--- src/design/afr_pkg.sv ---
package afr_pkg;

    // frame layout
    localparam int FRAME_BYTES = 12;
    localparam int POS_W       = $clog2(FRAME_BYTES);
    localparam logic [POS_W-1:0] POS_LAST  = POS_W'(FRAME_BYTES - 1);
    localparam logic [POS_W-1:0] POS_CH0_FIRST = POS_W'(3);
    localparam logic [POS_W-1:0] POS_CH0_LAST  = POS_W'(5);
    localparam logic [POS_W-1:0] POS_CH1_LAST  = POS_W'(8);

    // sample scaling
    localparam int SAMPLE_W    = 24;
    localparam int SCALE_W     = 15;
    localparam logic [SCALE_W-1:0] TRAVEL_SCALE = SCALE_W'(27548);
    localparam int SCALE_SHIFT = 23;
    localparam int PROD_W      = (SAMPLE_W - 1) + SCALE_W;
    localparam int VAL_W       = 16;
    localparam logic [VAL_W-1:0] POS_MAX = 16'hfffe;
    localparam logic [VAL_W-1:0] RECORD_LENGTH_RESET = 16'd1024;

    // queue between front and back
    localparam int QUEUE_DEPTH = 2;
    localparam int QPTR_W      = (QUEUE_DEPTH > 1) ? $clog2(QUEUE_DEPTH) : 1;
    localparam int QCNT_W      = $clog2(QUEUE_DEPTH + 1);

    // configuration register indexes
    localparam int CFG_IDX_W = 4;
    typedef enum logic [CFG_IDX_W-1:0] {
        CFG_RECORDING_ENABLE = 4'd0,
        CFG_RECORD_LENGTH    = 4'd1,
        CFG_FORK_BASELINE    = 4'd2,
        CFG_SHOCK_BASELINE   = 4'd3
    } t_cfg_index;

    typedef struct packed {
        logic             recording_enable;
        logic [VAL_W-1:0] record_length;
        logic [VAL_W-1:0] fork_baseline;
        logic [VAL_W-1:0] shock_baseline;
    } t_cfg;

    // raw channel pair of one completed frame
    typedef struct packed {
        logic [SAMPLE_W-1:0] ch0;
        logic [SAMPLE_W-1:0] ch1;
    } t_frame;

    // queue handshake seen by the front
    typedef struct packed {
        logic   push;
        t_frame data;
    } t_push;

endpackage

--- src/design/adc_frame_travel_recorder.sv ---
// channel  direction  handshake                 payload
// ------------------------------------------------------------------------------
// input    in         i_valid / o_ready         i_rx_byte[7:0], i_frame_start
// result   out        o_valid / i_ready         positions, travels, record fields
// config   in         i_cfg_valid / o_cfg_ready i_cfg_index[3:0], i_cfg_data[15:0]
//
// one word is accepted every cycle; a stalled output holds the back end, and
// o_ready drops only on a frame's last word once the two-entry queue is full.
// a result passes from the last word of its frame through the queue, the
// multiplier stage, then the output register.
// reset is synchronous, active low; it clears position, shifter, counter and
// all valid flags, and loads the register defaults.
module adc_frame_travel_recorder
    import afr_pkg::*;
(
    input  logic                 i_clk,
    input  logic                 i_rst_n,
    input  logic                 i_valid,
    output logic                 o_ready,
    input  logic [7:0]           i_rx_byte,
    input  logic                 i_frame_start,
    output logic                 o_valid,
    input  logic                 i_ready,
    output logic [VAL_W-1:0]     o_fork_position,
    output logic [VAL_W-1:0]     o_shock_position,
    output logic [VAL_W-1:0]     o_fork_travel,
    output logic [VAL_W-1:0]     o_shock_travel,
    output logic                 o_recorded,
    output logic [VAL_W-1:0]     o_record_index,
    output logic                 o_block_full,
    input  logic                 i_cfg_valid,
    output logic                 o_cfg_ready,
    input  logic [CFG_IDX_W-1:0] i_cfg_index,
    input  logic [VAL_W-1:0]     i_cfg_data
);

    t_cfg   r_cfg;
    t_push  push;
    logic   q_full;
    logic   q_valid;
    t_frame q_data;
    logic   q_pop;

    // configuration registers
    assign o_cfg_ready = 1'b1;

    always_ff @(posedge i_clk) begin
        if (!i_rst_n) begin
            r_cfg.recording_enable <= 1'b0;
            r_cfg.record_length    <= RECORD_LENGTH_RESET;
            r_cfg.fork_baseline    <= '0;
            r_cfg.shock_baseline   <= '0;
        end else if (i_cfg_valid) begin
            unique case (i_cfg_index)
                CFG_RECORDING_ENABLE: r_cfg.recording_enable <= i_cfg_data[0];
                CFG_RECORD_LENGTH:    r_cfg.record_length    <= i_cfg_data;
                CFG_FORK_BASELINE:    r_cfg.fork_baseline    <= i_cfg_data;
                CFG_SHOCK_BASELINE:   r_cfg.shock_baseline   <= i_cfg_data;
                default: ;
            endcase
        end
    end

    // frame assembly
    afr_front u_front (
        .i_clk         (i_clk),
        .i_rst_n       (i_rst_n),
        .i_valid       (i_valid),
        .o_ready       (o_ready),
        .i_rx_byte     (i_rx_byte),
        .i_frame_start (i_frame_start),
        .i_queue_full  (q_full),
        .o_push        (push)
    );

    // frame queue
    afr_queue u_queue (
        .i_clk   (i_clk),
        .i_rst_n (i_rst_n),
        .i_push  (push),
        .o_full  (q_full),
        .o_valid (q_valid),
        .o_data  (q_data),
        .i_pop   (q_pop)
    );

    // scaling and recording
    afr_back u_back (
        .i_clk            (i_clk),
        .i_rst_n          (i_rst_n),
        .i_cfg            (r_cfg),
        .i_queue_valid    (q_valid),
        .i_queue_data     (q_data),
        .o_pop            (q_pop),
        .o_valid          (o_valid),
        .i_ready          (i_ready),
        .o_fork_position  (o_fork_position),
        .o_shock_position (o_shock_position),
        .o_fork_travel    (o_fork_travel),
        .o_shock_travel   (o_shock_travel),
        .o_recorded       (o_recorded),
        .o_record_index   (o_record_index),
        .o_block_full     (o_block_full)
    );

endmodule

--- src/design/afr_queue.sv ---
module afr_queue
    import afr_pkg::*;
(
    input  logic   i_clk,
    input  logic   i_rst_n,
    input  t_push  i_push,
    output logic   o_full,
    output logic   o_valid,
    output t_frame o_data,
    input  logic   i_pop
);

    t_frame            r_mem [QUEUE_DEPTH];
    logic [QPTR_W-1:0] r_wr_ptr, n_wr_ptr;
    logic [QPTR_W-1:0] r_rd_ptr, n_rd_ptr;
    logic [QCNT_W-1:0] r_count, n_count;
    logic              do_push;
    logic              do_pop;

    assign o_full  = (r_count == QCNT_W'(QUEUE_DEPTH));
    assign o_valid = (r_count != '0);
    assign o_data  = r_mem[r_rd_ptr];
    assign do_push = i_push.push && !o_full;
    assign do_pop  = i_pop && o_valid;

    // pointer and count update
    always_comb begin
        n_wr_ptr = r_wr_ptr;
        n_rd_ptr = r_rd_ptr;
        n_count  = r_count;
        if (do_push) begin
            n_wr_ptr = (r_wr_ptr == QPTR_W'(QUEUE_DEPTH - 1)) ? '0 : r_wr_ptr + 1'b1;
        end
        if (do_pop) begin
            n_rd_ptr = (r_rd_ptr == QPTR_W'(QUEUE_DEPTH - 1)) ? '0 : r_rd_ptr + 1'b1;
        end
        if (do_push && !do_pop) begin
            n_count = r_count + 1'b1;
        end else if (do_pop && !do_push) begin
            n_count = r_count - 1'b1;
        end
    end

    always_ff @(posedge i_clk) begin
        if (!i_rst_n) begin
            r_wr_ptr <= '0;
            r_rd_ptr <= '0;
            r_count  <= '0;
        end else begin
            r_wr_ptr <= n_wr_ptr;
            r_rd_ptr <= n_rd_ptr;
            r_count  <= n_count;
        end
    end

    // storage
    always_ff @(posedge i_clk) begin
        if (do_push) begin
            r_mem[r_wr_ptr] <= i_push.data;
        end
    end

endmodule

--- src/design/afr_front.sv ---
module afr_front
    import afr_pkg::*;
(
    input  logic       i_clk,
    input  logic       i_rst_n,
    input  logic       i_valid,
    output logic       o_ready,
    input  logic [7:0] i_rx_byte,
    input  logic       i_frame_start,
    input  logic       i_queue_full,
    output t_push      o_push
);

    logic [POS_W-1:0]    r_pos, n_pos;
    logic [SAMPLE_W-1:0] r_shift, n_shift;
    logic [SAMPLE_W-1:0] r_ch0, n_ch0;
    logic [POS_W-1:0]    pos;
    logic                is_last;
    logic                accept;

    // resolve position of this word
    assign pos     = i_frame_start ? '0 : r_pos;
    assign is_last = (pos == POS_LAST);
    assign o_ready = !(is_last && i_queue_full);
    assign accept  = i_valid && o_ready;

    // byte assembly
    always_comb begin
        n_pos   = r_pos;
        n_shift = r_shift;
        n_ch0   = r_ch0;
        if (accept) begin
            if (pos >= POS_CH0_FIRST && pos <= POS_CH1_LAST) begin
                n_shift = {r_shift[SAMPLE_W-9:0], i_rx_byte};
            end
            if (pos == POS_CH0_LAST) begin
                n_ch0 = n_shift;
            end
            n_pos = is_last ? '0 : pos + 1'b1;
        end
    end

    assign o_push.push     = accept && is_last;
    assign o_push.data.ch0 = r_ch0;
    assign o_push.data.ch1 = n_shift;

    always_ff @(posedge i_clk) begin
        if (!i_rst_n) begin
            r_pos   <= '0;
            r_shift <= '0;
            r_ch0   <= '0;
        end else begin
            r_pos   <= n_pos;
            r_shift <= n_shift;
            r_ch0   <= n_ch0;
        end
    end

endmodule

--- src/design/afr_back.sv ---
module afr_back
    import afr_pkg::*;
(
    input  logic             i_clk,
    input  logic             i_rst_n,
    input  t_cfg             i_cfg,
    input  logic             i_queue_valid,
    input  t_frame           i_queue_data,
    output logic             o_pop,
    output logic             o_valid,
    input  logic             i_ready,
    output logic [VAL_W-1:0] o_fork_position,
    output logic [VAL_W-1:0] o_shock_position,
    output logic [VAL_W-1:0] o_fork_travel,
    output logic [VAL_W-1:0] o_shock_travel,
    output logic             o_recorded,
    output logic [VAL_W-1:0] o_record_index,
    output logic             o_block_full
);

    logic              r_a_valid;
    logic [PROD_W-1:0] r_a_prod0;
    logic [PROD_W-1:0] r_a_prod1;
    logic              r_out_valid;
    logic [VAL_W-1:0]  r_fork_pos, r_shock_pos, r_fork_trv, r_shock_trv;
    logic              r_recorded, r_full;
    logic [VAL_W-1:0]  r_index;
    logic [VAL_W-1:0]  r_counter, n_counter;
    logic              b_load;
    logic              a_load;
    logic [PROD_W-1:0] prod0, prod1;
    logic [VAL_W-1:0]  fpos, spos, ftrv, strv;
    logic [VAL_W-1:0]  cnt_next;
    logic              full_now;

    function automatic logic [PROD_W-1:0] scale_mul(input logic [SAMPLE_W-1:0] raw);
        logic positive;
        positive = (raw != '0) && !raw[SAMPLE_W-1];
        return positive ? (PROD_W'(raw[SAMPLE_W-2:0]) * PROD_W'(TRAVEL_SCALE)) : '0;
    endfunction

    function automatic logic [VAL_W-1:0] scale_sat(input logic [PROD_W-1:0] prod);
        logic [VAL_W-1:0] v;
        v = VAL_W'(prod[PROD_W-1:SCALE_SHIFT]);
        return (v > POS_MAX) ? POS_MAX : v;
    endfunction

    function automatic logic [VAL_W-1:0] remove_base(input logic [VAL_W-1:0] value,
                                                     input logic [VAL_W-1:0] base);
        logic [VAL_W-1:0] d;
        d = value - base;
        if (value <= base) begin
            return '0;
        end
        return (d > POS_MAX) ? POS_MAX : d;
    endfunction

    // stage handshakes
    assign b_load = r_a_valid && (!r_out_valid || i_ready);
    assign a_load = !r_a_valid || b_load;
    assign o_pop  = a_load && i_queue_valid;

    // stage a: multiply
    assign prod0 = scale_mul(i_queue_data.ch0);
    assign prod1 = scale_mul(i_queue_data.ch1);

    always_ff @(posedge i_clk) begin
        if (!i_rst_n) begin
            r_a_valid <= 1'b0;
        end else if (a_load) begin
            r_a_valid <= i_queue_valid;
        end
    end

    always_ff @(posedge i_clk) begin
        if (o_pop) begin
            r_a_prod0 <= prod0;
            r_a_prod1 <= prod1;
        end
    end

    // stage b: saturate, baseline, record counter
    assign fpos     = scale_sat(r_a_prod0);
    assign spos     = scale_sat(r_a_prod1);
    assign ftrv     = remove_base(fpos, i_cfg.fork_baseline);
    assign strv     = remove_base(spos, i_cfg.shock_baseline);
    assign cnt_next = r_counter + 1'b1;
    assign full_now = (cnt_next == i_cfg.record_length);

    always_comb begin
        n_counter = r_counter;
        if (b_load && i_cfg.recording_enable) begin
            n_counter = full_now ? '0 : cnt_next;
        end
    end

    always_ff @(posedge i_clk) begin
        if (!i_rst_n) begin
            r_out_valid <= 1'b0;
            r_counter   <= '0;
        end else begin
            r_counter <= n_counter;
            if (b_load) begin
                r_out_valid <= 1'b1;
            end else if (i_ready) begin
                r_out_valid <= 1'b0;
            end
        end
    end

    always_ff @(posedge i_clk) begin
        if (b_load) begin
            r_fork_pos  <= fpos;
            r_shock_pos <= spos;
            r_fork_trv  <= ftrv;
            r_shock_trv <= strv;
            r_recorded  <= i_cfg.recording_enable;
            r_index     <= i_cfg.recording_enable ? r_counter : '0;
            r_full      <= i_cfg.recording_enable && full_now;
        end
    end

    assign o_valid          = r_out_valid;
    assign o_fork_position  = r_fork_pos;
    assign o_shock_position = r_shock_pos;
    assign o_fork_travel    = r_fork_trv;
    assign o_shock_travel   = r_shock_trv;
    assign o_recorded       = r_recorded;
    assign o_record_index   = r_index;
    assign o_block_full     = r_full;

endmodule

--- config.mk ---
export PLATFORM = sky130hd
export DESIGN_NAME = adc_frame_travel_recorder
export DESIGN_NICKNAME = d
export VERILOG_FILES = /design/src/design/afr_pkg.sv /design/src/design/adc_frame_travel_recorder.sv /design/src/design/afr_queue.sv /design/src/design/afr_front.sv /design/src/design/afr_back.sv
export SDC_FILE = /design/constraint.sdc
export NUM_CORES = 1
export LEC_CHECK = 0
export BUFFER_PORTS_ARGS = -buffer_cell sky130_fd_sc_hd__buf_2
export CAP_MARGIN = 20
export CORE_AREA = 2 2 222 224
export DETAILED_ROUTE_END_ITERATION = 8
export DIE_AREA = 0 0 224 226
export GPL_TIMING_DRIVEN = 1
export PLACE_DENSITY = 0.78
export RECOVER_POWER = 25
export SYNTH_ARGS = -nofsm -noshare
export SYNTH_HDL_FRONTEND = slang
export SYNTH_SLANG_ARGS = --single-unit
--- constraint.sdc ---
create_clock -name i_clk -period 11.6 [get_ports i_clk]
set_input_delay 0.58 -clock i_clk [delete_from_list [all_inputs] [get_ports i_clk]]
set_output_delay 0.58 -clock i_clk [all_outputs]
set_load 0.1 [all_outputs]
==> results of run 1 <==
-- metrics by stage --
step           hold WS, ns  power [mW]  area [um^2]  cells  utilization
2_1_floorplan        0.406        4.28        26200   2399            -
3_3_place_gp         0.436        5.00        27500   3097        0.568
3_5_place_dp         0.441        5.13        27500   3098        0.568
4_1_cts              0.368        6.36        28700   3166        0.595
5_1_grt              0.381        6.82        28800   3171        0.595
6_report             0.387        6.32        28800   3172        0.596
-- critical path: cells and delay by family, from the launching register on --
kind                     cells  cell delay, ns
buffers and inverters        6            1.07
adder cells (fa/ha/maj)      6            2.77
flip-flops                   1            0.31
AO/OA/AOI/OAI                6            1.50
AND/OR/NAND/NOR              2            0.61
XOR/XNOR                     1            0.15
multiplexers                 1            0.47
-- layer usage --
layer	vias up	global-route usage
met5	-	0
met4	2	0.0548
met3	69	0.0254
met2	341	0.404
met1	8281	0.293
li1	8067	-
-- layout make-up --
class,count,area (um^2),area share
Multi-Input combinational cell,1464,15300,0.531
Sequential cell,330,8670,0.301
Inverter,556,2090,0.0725
Clock buffer,52,1100,0.0381
Tap cell,622,778,0.0270
Timing Repair Buffer,131,707,0.0246
Clock inverter,16,174,0.00604
Antenna cell,1,2.50,0.0000869
-- sequential cells by signal, indices dropped and copies added, names as in the netlist, 16 cells and up, named ones only --
name / flops
u_back.o_record_index: 16
u_back.o_shock_travel: 16
r_cfg: 49
u_back.r_counter: 16
u_front.r_shift: 24
u_queue.r_mem: 96
u_front.r_ch0: 24
u_back.o_fork_travel: 16
-- cells in the final DEF (no fill, tap or decap), drive strengths merged, types with 56 or more instances in the layout --
cell type	synthesis	layout
inv	556	559
ha	295	295
fa	270	270
edfxtp	206	206
buf	10	127
dfxtp	124	124
mux2i	121	121
nor2	101	101
nand2	71	71
nor2b	63	63
a21oi	62	62
clkbuf	38	56
-- cells by family after synthesis --
kind of cell / count (synthesis)
fa+ha+maj: 565
xor+xnor: 78
other cells: 2
mux: 147
buf+inv: 605
compound gates: 249
flops: 330
simple gates: 422
-- worst min path at each step --
stage	endpoint	slack [ns]
2_1_floorplan	u_back.o_recorded	0.41
3_3_place_gp	u_queue.r_mem[1][47]	0.44
3_5_place_dp	u_queue.r_mem[1][44]	0.44
4_1_cts	r_cfg[42]	0.37
5_1_grt	r_cfg[12]	0.38
6_report	r_cfg[45]	0.39
-- power by group --
part	total (mW)	leakage, nW	internal (mW)	switching (mW)
clock network	1.19	0.623	0.731	0.462
registers	1.53	3.04	1.47	0.0682
logic	3.59	10.8	1.30	2.29
==> impl_results.md, run 1 <==
* Final worst slack at 4.43 ns
* Die area at 50600 um^2
* Placer Congestion at 0.918
* Initial core utilization at 0.542
* Largest net degree at the start of global routing at 125
* CP Launch Type: flip-flop
* Iteration-0 DRC Markers at 840
* Final ANT Viol Nets at 0
* Setup TNS at 0 ns
* Vias/cell at 5.28
* GRT Total Usage at 0.226
* Peak supply drop at 0.000266 V
* Critical Path AT at 7.45 ns
* Max transition margin at -1.66
* FILL cells at 3900
* Cell taking the most area after synthesis: edfxtp_1
* Clock slew at reported path FFs at 0.06 ns
* Max frequency at 0.139 GHz
* Postcts setup bufs at 0
* # IOs at 119
* IO buf count at 115
* RSZ-0062 raised after global routing: false
* First-pass GRT wire length at 90600 um
* GR Overflow Total at 0
* Top cells by count, synth: inv_1, ha_1, fa_1, edfxtp_1, dfxtp_1
* Total number of vias at 16760
* Max-Cap Viols at 1
* Vias in the first global route at 17875
* Synth top area share at 0.236
* Failing checks: capacitance limit, slew limit
* Final Hold Fails at 0
* Multiplexer area fraction after synthesis at 0.0574
* CP Capture Point: u_back.r_a_prod0[31]
* Mean Syn Cell Area at 10.9 um^2
* Number of synthesized register bits at 330
* Wirelength per Cell at 17.7 um
* Critical Path, Cell by Cell: buf_4 > mux2i_1 > inv_1 > ha_1 > inv_1 > fa_1 > inv_1 > fa_1 > fa_1 > inv_1 > fa_1 > inv_1 > ha_1 > a2111oi_0 > o21ai_1 > o21a_1 > a22o_1 > or3_1 > a311oi_2 > o31ai_1 > xor2_1 > nor2b_1
* Type of the worst min-delay path: primary input to flip-flop
* Pleak at 14.5 nW
* Final Skew at 0.0272 ns
* Async SR Flop Fraction at 0
* Area growth syn-to-layout at 9.92%
* Seq/Total Area, Yosys at 0.331
* Critical-path maximum fanout at 48
* TritonRoute pass-1 iters at 5
* # rows at 81
* Nets at 3119
* Initial antenna violation count at 1
* WP data required at 11.88 ns
* Count leader, synth: inv_1
* Met3 routed WL at 2030 um
* Sink Count at 330
* CTS Hold Bufs at 0
* Root buffer cell: clkbuf_16
* CTS buffer count at 37
* Place WS at 4.46 ns
* CP max stage cell: buf_4
* Top FF cell, synth: edfxtp_1
* PostCTS Resize Cnt at 0
* Setup crit end kind: flip-flop
* Largest family of logic cells by synthesized area: adder cells
* HPWL after DPL at 45900 um
* Synth Area in Compound Gates at 0.0635
* Cell count of the worst hold path at 3
* Worst-margin pin slew at 3.99 ns
* Final Setup Violations at 0
* Cells after Synth at 2398
* Die width at 224 um
* Synth area leaders: edfxtp_1, fa_1, ha_1
* Met1 WL at 24800 um
* Synth Area in Adders at 0.347
* Worst Reg-to-Reg Cells at 22
* Total core area at 48300 um^2
* H-Tree Depth at 2
* Xor/xnor cell area share of the yosys netlist at 0.0261
* Pins Over Slew Limit at 109
* Critical path class: flip-flop to flip-flop
* HP Start: i_cfg_data[13]
* Ys Warns at 0
* Cell Area, Synth at 26200 um^2
* Die Y at 226 um
* Max clock buf depth at 3
* Clock Latency Late Sink at 0.54 ns
* Layout cells sized above 1 at 0.0949
* Drt total wl at 56200 um
* CTS tree: yes
* Status: finished, violations left
* Critical path's most frequent cell: inv_1
* Register-to-register setup slack at 4.43 ns
* Wire length on met2 at 28300 um
* Number of flops mapped to enable cells by yosys at 206
* Post-Synth Simple-Gate Area at 0.0866
* # DRC at 0
* Post-layout min period at 7.17 ns
* RR Endpoint: u_back.r_a_prod0[31]
* Slowest cell delay on critical path at 0.62 ns
* Crit share post-route at 0.618
* Power per cell area at 219 nW/um^2
* Unique cell type count in the Yosys netlist at 69
* DR top layer: met5
Power figures use the tool's default switching activity.
==> run 2: changes to the inputs <==
--- a/config.mk
+++ b/config.mk
@@ -11,7 +11,7 @@
 export DETAILED_ROUTE_END_ITERATION = 8
 export DIE_AREA = 0 0 224 226
 export GPL_TIMING_DRIVEN = 1
-export PLACE_DENSITY = 0.78
+export PLACE_DENSITY = 0.81
 export RECOVER_POWER = 25
 export SYNTH_ARGS = -nofsm -noshare
 export SYNTH_HDL_FRONTEND = slang
==> constraint.sdc (replaced) <==
create_clock -name i_clk -period 6.5 [get_ports i_clk]
set_input_delay 0.325 -clock i_clk [delete_from_list [all_inputs] [get_ports i_clk]]
set_output_delay 0.325 -clock i_clk [all_outputs]
set_load 0.1 [all_outputs]
==> run 2 against run 1 <==
Effect of this change:
- the run still ends with capacitance limit, slew limit left
- count of clock-buffer cells in the layout down 10
- final cell count up 0.69%
- register-to-register slack worse by 4.1 ns
- sequential cell count unchanged
- setup slack worse by 4.1 ns
- critical path depth unchanged
- core utilization up 0.36 points
- via count up 0.91%
- sequential share of layout area down 0.18 points
- wire length down 0.79%
- clock skew about the same
- largest cell class unchanged
==> impl_results.md, run 2 (synthesized netlist as in run 1, its figures left out) <==
* Status: finished, violations left
* Failing checks: capacitance limit, slew limit
* Root buffer cell: clkbuf_16
* Max frequency at 0.162 GHz
* Met2 GRT Util at 0.411
* Leading cell type in the layout, fill and taps excluded: inv_1
* H-Tree Depth at 2
* Layout cells sized above 1 at 0.104
* Post-Place Cells at 3128
* CTS Hold Bufs at 0
* Type of the worst min-delay path: primary input to flip-flop
* Worst hold slack at 0.131 ns
* Final Hold Fails at 0
* Largest net degree at the start of global routing at 125
* Top Registers: u_queue.r_mem x96, r_cfg x49
* Final Skew at 0.0273 ns
* Critical path class: flip-flop to flip-flop
* TritonRoute pass-1 iters at 5
* Sink Count at 330
* First-pass GRT wire length at 91100 um
* Max transition margin at -1.89
* Die Y at 226 um
* Pins Over Slew Limit at 125
* Wirelength per Cell at 17.5 um
* Setup crit end kind: flip-flop
* CP Launch Type: flip-flop
* Max FFs per register at 96
* Total core area at 48300 um^2
* Met3 usage at 0.0265
* Slowest cell delay on critical path at 0.57 ns
* # IOs at 119
* Placer Congestion at 0.924
* Vias/cell at 5.29
* # DRC at 0
* IO buf count at 115
* RSZ-0062 raised after global routing: false
* Clock slew at reported path FFs at 0.07 ns
* Post-layout min period at 6.17 ns
* CTS tree: yes
* Initial antenna violation count at 5
* GRT Total Usage at 0.225
* Drt total wl at 55800 um
* Crit share post-route at 0.949
* Worst-margin pin slew at 4.34 ns
* Critical-path maximum fanout at 24
* Final Setup Violations at 0
* Critical Path AT at 6.46 ns
* HPWL after DPL at 45600 um
* Most frequent cells in the layout: inv_1, ha_1, fa_1
* WP data required at 6.79 ns
* Met1 usage at 0.287
* Final ANT Viol Nets at 0
* Max-Cap Viols at 1
* CTS buffer count at 34
* Max clock buf depth at 3
* Die area at 50600 um^2
* Setup TNS at 0 ns
* Nets at 3144
* Final std cells w/o fill at 3194
* GR peak layer: met2
* Area growth syn-to-layout at 10.6%
* # rows at 81
* Die width at 224 um
* Total number of vias at 16912
* GR Overflow Total at 0
* Vias in the first global route at 18027
* CP max stage cell: fa_1
* Largest Register: u_queue.r_mem
* Clock Latency Late Sink at 0.54 ns
* Critical Path, Cell by Cell: buf_12 > mux2i_1 > inv_1 > ha_1 > inv_2 > fa_1 > inv_1 > fa_1 > fa_1 > inv_1 > fa_1 > inv_1 > ha_1 > a2111oi_2 > o21ai_1 > o21a_1 > a22o_1 > or3_4 > a311oi_4 > o31ai_1 > xor2_1 > nor2b_1
* FILL cells at 3827
* Iteration-0 DRC Markers at 992
* Initial core utilization at 0.542
## run 2: cell count changes in the layout (fill, tap and decap cells not counted), sizes merged
cell / previous run / this run
buf: 127 / 151
clkinv: 8 / 10
clkbuf: 56 / 50
inv: 559 / 561
clkinvlp: 2 / 0
bufinv: 3 / 5
## run 2: metrics by stage
step,setup slack (ns),util,area [um^2]
detailed placement,0.0621,0.574,27700
global placement,0.196,0.573,27700
floorplan,0.115,-,26200
finish,0.333,0.599,29000
CTS,0.0763,0.597,28900
global route,0.0253,0.599,29000
## run 2: timing repair
action | 4_1_cts | 5_1_grt
endpoints found under the setup margin | 0 | 13
resized for setup | 0 | 12
setup buffers | 0 | 0
## run 2: worst paths after layout
check,start,endpoint,slack (ns),cells after the start
setup / recovery,flip-flop,u_back.r_a_prod0[31],0.33,22
hold / removal,i_cfg_data[10],r_cfg[42],0.13,3
setup reg to reg,flip-flop,u_back.r_a_prod0[31],0.33,22
hold reg to reg,u_front.r_ch0[1],u_queue.r_mem[0][25],0.46,0
## run 2: final cells by class
type                    instances  area, um^2  share of cell area
clock inverters                20         258             0.00890
well taps                     622         778              0.0269
diodes                          1        2.50           0.0000864
multi-input cells            1464       15300               0.529
inverters                     556        2090              0.0721
clock buffers                  42         891              0.0308
flip-flops and latches        330        8670               0.299
repair buffers                159         953              0.0329
## run 2: critical path, delay by kind of cell, from the launching register on
kind / cells / cell delay [ns]
buffers and inverters: 6 / 0.61
AND/OR/NAND/NOR: 2 / 0.59
flip-flops: 1 / 0.36
adder cells (fa/ha/maj): 6 / 2.75
AO/OA/AOI/OAI: 6 / 1.19
XOR/XNOR: 1 / 0.14
multiplexers: 1 / 0.28
## run 2: per-layer routing
metal / vias up / wire length (um) / share of wire
met1: 8360 / 23900 / 0.43
met5: - / 62 / 0.0011
met4: 10 / 1030 / 0.018
met3: 76 / 2410 / 0.043
met2: 385 / 28300 / 0.51
li1: 8081 / - / -
Power of run 2 is left out: the tool's default activity adds up to more than one toggle a clock period on the data nets, which glitch-free logic cannot reach.
